<file path="config.mk">
export PLATFORM = sky130hd
export DESIGN_NAME = cfla_front
export DESIGN_NICKNAME = d
export VERILOG_FILES = /design/src/rtl/cfla_pkg.sv /design/src/rtl/cfla_front.sv
export SDC_FILE = /design/constraint.sdc
export NUM_CORES = 1
export LEC_CHECK = 0
export BUFFER_PORTS_ARGS = -buffer_cell sky130_fd_sc_hd__buf_2
export CAP_MARGIN = 0
export CORE_MARGIN = 4
export CORE_UTILIZATION = 48
export CTS_CLUSTER_DIAMETER = 120
export DETAILED_ROUTE_END_ITERATION = 6
export GPL_ROUTABILITY_DRIVEN = 0
export PLACE_DENSITY = 0.74
export SYNTH_ARGS = -nofsm -noshare
export SYNTH_HDL_FRONTEND = slang
export SYNTH_SLANG_ARGS = --single-unit
</file>
<file path="constraint.sdc">
create_clock -name i_clk -period 2.47 [get_ports i_clk]
set_clock_uncertainty 0.2 [all_clocks]
set_input_delay 0.494 -clock i_clk [delete_from_list [all_inputs] [get_ports i_clk]]
set_output_delay 0.494 -clock i_clk [all_outputs]
set_load 0.005 [all_outputs]
</file>
<file path="src/rtl/cfla_pkg.sv">
// Shared constants, types and helpers for the chunked free-list block allocator.
`default_nettype none
package cfla_pkg;

    localparam int MAX_CHUNKS       = 8;
    localparam int CHUNK_W          = 3;
    localparam int OPEN_W           = 4;
    localparam int BLOCKS_PER_CHUNK = 256;
    localparam int BLOCK_W          = 8;
    localparam int COUNT_W          = 9;
    localparam int ADDR_W           = CHUNK_W + BLOCK_W;
    localparam int MEM_DEPTH        = MAX_CHUNKS * BLOCKS_PER_CHUNK;
    localparam int BB_W             = 17;
    localparam int OFFSET_W         = 24;
    localparam int PROD_W           = BLOCK_W + BB_W;
    localparam int STATUS_W         = 2;
    localparam int QUEUE_DEPTH      = 2;
    localparam int QPTR_W           = 1;
    localparam int QCNT_W           = 2;
    localparam int IN_TDATA_W       = 16;
    localparam int OUT_FIELDS_W     = CHUNK_W + BLOCK_W + OFFSET_W + COUNT_W;
    localparam int OUT_TDATA_W      = 48;

    localparam logic [BB_W-1:0] BLOCK_BYTES_RST = BB_W'(64);

    typedef logic [STATUS_W-1:0] t_status;
    localparam t_status ST_ALLOC    = 2'd0;
    localparam t_status ST_OOM      = 2'd1;
    localparam t_status ST_FREED    = 2'd2;
    localparam t_status ST_BAD_FREE = 2'd3;

    typedef enum logic {
        CMD_ALLOC = 1'b0,
        CMD_FREE  = 1'b1
    } t_cmd_kind;

    typedef struct packed {
        t_cmd_kind            kind;
        logic [CHUNK_W-1:0]   chunk;
        logic [BLOCK_W-1:0]   block;
    } t_cmd;

    typedef struct packed {
        logic valid;
        t_cmd cmd;
    } t_cmd_q;

    typedef struct packed {
        t_status              status;
        logic [CHUNK_W-1:0]   chunk;
        logic [BLOCK_W-1:0]   block;
        logic [OFFSET_W-1:0]  offset;
        logic [COUNT_W-1:0]   count;
    } t_result;

    // Reset link of a block: 1-based next block, 0 ends the list.
    function automatic logic [COUNT_W-1:0] init_link(input logic [BLOCK_W-1:0] b);
        logic [COUNT_W-1:0] r;
        r = '0;
        if ({1'b0, b} < COUNT_W'(BLOCKS_PER_CHUNK - 1)) begin
            r = {1'b0, b} + COUNT_W'(2);
        end
        return r;
    endfunction

endpackage
`default_nettype wire

</file>
<file path="src/rtl/cfla_front.sv">
// Front end: accepts request items, decodes them and queues them for the back end.
`default_nettype none
module cfla_front (
    input  wire                                i_clk,
    input  wire                                i_rst_n,
    input  wire                                i_init_done,
    input  wire                                s_axis_tvalid,
    output logic                               s_axis_tready,
    input  wire  [cfla_pkg::IN_TDATA_W-1:0]    s_axis_tdata,  // free_chunk, free_block
    input  wire                                s_axis_tuser,  // opcode
    input  wire                                i_pop,
    output cfla_pkg::t_cmd_q                   o_head
);
    import cfla_pkg::*;

    t_cmd               cmd_in;
    logic               push;
    t_cmd               r_q [QUEUE_DEPTH];
    logic [QPTR_W-1:0]  r_wr_ptr;
    logic [QPTR_W-1:0]  r_rd_ptr;
    logic [QCNT_W-1:0]  r_count;
    logic [QCNT_W-1:0]  n_count;

    always_comb begin
        cmd_in.kind  = t_cmd_kind'(s_axis_tuser);
        cmd_in.chunk = s_axis_tdata[CHUNK_W-1:0];
        cmd_in.block = s_axis_tdata[CHUNK_W+BLOCK_W-1:CHUNK_W];
    end

    assign s_axis_tready = i_init_done && (r_count != QCNT_W'(QUEUE_DEPTH));
    assign push          = s_axis_tvalid && s_axis_tready;

    always_comb begin
        n_count = r_count;
        if (push && !i_pop) begin
            n_count = r_count + 1'b1;
        end else if (!push && i_pop) begin
            n_count = r_count - 1'b1;
        end
    end

    always_ff @(posedge i_clk) begin
        if (!i_rst_n) begin
            r_wr_ptr <= '0;
            r_rd_ptr <= '0;
            r_count  <= '0;
        end else begin
            if (push) begin
                r_wr_ptr <= r_wr_ptr + 1'b1;
            end
            if (i_pop) begin
                r_rd_ptr <= r_rd_ptr + 1'b1;
            end
            r_count <= n_count;
        end
    end

    always_ff @(posedge i_clk) begin
        if (push) begin
            r_q[r_wr_ptr] <= cmd_in;
        end
    end

    assign o_head.valid = (r_count != '0);
    assign o_head.cmd   = r_q[r_rd_ptr];

    a_cnt_range: assert property (@(posedge i_clk) disable iff (!i_rst_n)
        r_count <= QCNT_W'(QUEUE_DEPTH))
        else $error("queue count out of range");

    a_no_pop_empty: assert property (@(posedge i_clk) disable iff (!i_rst_n)
        i_pop |-> (r_count != '0))
        else $error("pop from empty queue");

endmodule
`default_nettype wire

</file>
After elaboration in Yosys (flattened, before gate mapping):

Memory sizes are Yosys's and may differ from the RTL's. A register that Yosys moved wholly into a read port is not among the register bits.
Cells that the tools add are included.

* register bits after elaboration: 4
* RAM bits: 24
* input port bits: 22
* output and inout bits: 14
* logic and storage cells: 23
* memories kept: 1

Memory list
* r_q: depth 2, width 12, read ports 1, clocked after Yosys merged registers in 1, wr ports 1, line cfla_front.sv:18 `t_cmd r_q [QUEUE_DEPTH];`

* add/subtract/negate cells: 4
* equal/unequal tests: 1
* muxes and demuxes: 6
* reductions and logical operators: 8

Operators with widths (count)
* 1-bit logical AND: 4
* 1-bit two-way mux: 4
* 2-bit two-way mux: 2
* 2-bit nonzero test: 2
* 1-bit adder, second input constant: 2
* 2-bit by 1-bit adder with 2-bit output, second input constant: 1
* 1-bit zero test: 2
* 2-bit inequality test, second input constant: 1
* 2-bit by 1-bit subtractor with 2-bit output, second input constant: 1

Depth between registers and ports, before layout:

* word-level depth: 7
* depth in mapped cells: 6
* depth with buffers taken out: 6

Least setup slack after synthesis:

Ideal clock, no wire load.

* kind: input to register
* from: input port s_axis_tvalid
* to: memory r_q[0][0] in the netlist's numbering (enable)
* library setup time: 382 ps
* data arrival time: 1309 ps
* required time: 1888 ps
* slack: 579 ps
* stages: 2
* buffers on the path: 0
* path through: and3_1 > nor2b_1

* cells in the longest elaborated chain, start to end: 3

RTL lines
* start, declared: line cfla_front.sv:7 `input wire s_axis_tvalid,`
* 1-bit logical AND: line cfla_front.sv:31 `assign push = s_axis_tvalid && s_axis_tready;`
* 1-bit two-way mux: line cfla_front.sv:59 `if (push) begin`
* 1-bit two-way mux (implied by the code): line cfla_front.sv:60 `r_q[r_wr_ptr] <= cmd_in;`
* end, declared: line cfla_front.sv:18

No other way between the ends.

==> out/qor.txt <==
grt total ovfl: 0
Fin Hold WS: 0.168 ns
CP startpoint kind: flip-flop
Switching Share: 0.224
library cells used by synthesis: 18
sequential power share: 0.613
Clk pin slew, worst setup/hold paths: 0.09 ns
most frequent cells in the layout: buf_2 (30), edfxtp_1 (24), mux2_2 (12)
commonest non-fill, non-tap cell in the layout: buf_2
Hold WC Path Type: in2reg
Synth Area in Compound Gates: 0.0114
drt total wl: 1690 um
hpwl dp: 1250 um
Post-Synth Adder-Cell Area: 0.0114
CP Data Arrival Time: 1.50 ns
Port-buffer cells: 30
die area: 0.00312 sq mm
I/O Pins: 36
H-tree levels: 2
multiplexer share of the synthesized area: 0.132
Yosys Warn Count: 0
gr usage total: 0.127
Antenna Cells: 0
syn_area_per_cell: 17.7 sq um
drt pass-1 iters: 3
Die Wd: 55.8 um
CTS tree: built
area grow syn2layout: 22.3%
P_sw: 212 uW
Mapped Nets: 85
synthesis-stage register bit count: 29
Pins Over Slew Limit: 0
Post-synth ARST share: 0
worst reg2reg path depth: 3
CP endpoint kind: primary output
Fin Setup TNS: 0 ns
Clk Latency, worst-skew pair: 0.30 ns
final worst-path cycle share: 0.890
Starting DRT DRC Count: 7
Layout fillers: 178
required time of the critical path: 1.78 ns
Reg-to-Reg Start: r_count[0]
largest family of logic cells by synthesized area: multiplexers
dpl cell area: 0.00129 sq mm
Setup crit end: o_head[2]
Register Area: 821 sq um
first-pass GRT wire length: 3030 um
DR WL/cell: 13.1 um
die height: 55.8 um
Max Cap Viol: 0
final hold violation count: 0
Worst VDD drop: 423 uV
Initial Utilization: 0.501
NumNets Final: 123
EDFF count, synth: 24
clock tree buffer depth: 2
vias in the first global route: 684
worst reg2reg setup slack: 0.64 ns
min Tclk post-route: 2.20 ns
Comb pwr share: 0.126
post_cts resized: 0
Post-Synth Simple-Gate Area: 0.0661
Vias/cell: 4.88
final setup margin: 0.272 ns
final setup violating endpoints: 0
cells after synthesis: 62
Root Driver: clkbuf_4
slew margin rel.: 0.631
terminus of the critical flop-to-flop path: r_q[1][6]
sequential cell area fraction in the yosys report: 0.747
initial antenna violation count: 0
CORE AREA: 0.00219 sq mm
largest net degree at the start of global routing: 13
DRC: 0
worst slack, placed: 0.571 ns
CTS sink count: 29
fraction of layout cells with a size suffix above 1: 0.505
fmax: 0.455 GHz
hold_buf cts: 0
via count: 629
CTS buffer count: 5
cell area after layout: 0.00134 sq mm
Rows: 17
Tightest Pin Transition: 0.553 ns
prevailing post-synth register cell: edfxtp_1
area of the multi-input gates: 269 sq um
Netlist Area Pre-Place: 0.00110 sq mm
maximum net fanout on the critical path: 12
Int Power: 735 uW
Leakage: 0.534 nW
Antenna Nets Post-Route: 0
RSZ-0062 raised after global routing: false
Pwr Total: 947 uW
XOR/XNOR Fraction of Synth Area: 0.0239
Post-CTS Setup Bufs: 0
status: finished clean
critical path type: reg2out
clock share of power: 0.261
PwrDens: 705 mW/mm^2
-- metal layers --
metal | share of wire | vias to the layer above | track usage | wire length, um
li1 | - | 307 | - | -
met2 | 0.52 | 22 | 0.220 | 882
met4 | 0.012 | 0 | 0.0508 | 20
met5 | 0 | - | 0 | 0
met3 | 0.065 | 2 | 0.0464 | 109
met1 | 0.40 | 298 | 0.140 | 676
-- critical path, stage by stage, from the launching register on --
cell	delay (ns)
dfxtp_1	0.68
mux2_2	0.39
buf_2	0.13
-- Yosys cell counts (all sizes together) (2+ instances only) --
master,n,area share
and2,5,0.028
dfxtp,5,0.091
mux2,12,0.12
nand2b,2,0.011
xor2,2,0.016
edfxtp,24,0.66
-- logic make-up (layout without fill, tap and decap cells) --
logic type	count (synthesis)	in the layout
adder cells (fa/ha/maj)	1	1
AND/OR/NAND/NOR	12	12
buffers and inverters	2	41
AO/OA/AOI/OAI	2	2
flip-flops	29	29
XOR/XNOR	3	3
multiplexers	13	13
-- worst min-delay path by stage --
stage	slack, ns	to	from	cells after the start
after CTS	0.15	r_q[0][10]	s_axis_tdata[2]	1
after detailed placement	0.28	r_wr_ptr	r_wr_ptr	2
after floorplan	0.25	r_wr_ptr	r_wr_ptr	2
after global routing	0.16	r_q[1][5]	s_axis_tdata[8]	1
after global placement	0.26	r_wr_ptr	r_wr_ptr	2
final	0.17	r_q[0][10]	s_axis_tdata[2]	1
-- per-stage QoR --
step | cells | util
3_3_place_gp | 121 | 0.591
4_1_cts | 129 | 0.613
5_1_grt | 129 | 0.613
2_1_floorplan | 62 | -
6_report | 129 | 0.613
3_5_place_dp | 121 | 0.591
-- state kept, by name, indices dropped and copies added, names as in the netlist, named ones only --
register / count
r_count: 2
r_q: 24
r_rd_ptr: 1
r_wr_ptr: 1
-- power groups by stage --
| stage | registers (mW) | logic [mW] | clock network [mW] |
|---|---|---|---|
| after floorplan | 0.582 | 0.0741 | 0 |
| after global placement | 0.590 | 0.117 | 0 |
| after detailed placement | 0.592 | 0.122 | 0 |
| after CTS | 0.581 | 0.122 | 0.259 |
| after global routing | 0.585 | 0.135 | 0.276 |
| final | 0.580 | 0.120 | 0.247 |
-- layout make-up --
cell class | instances | area share
Sequential cell | 29 | 0.611
Multi-Input combinational cell | 31 | 0.200
Timing Repair Buffer | 32 | 0.123
Clock buffer | 5 | 0.0279
Tap cell | 28 | 0.0261
Clock inverter | 3 | 0.00931
Inverter | 1 | 0.00279
(Power assumes the default switching activity.)
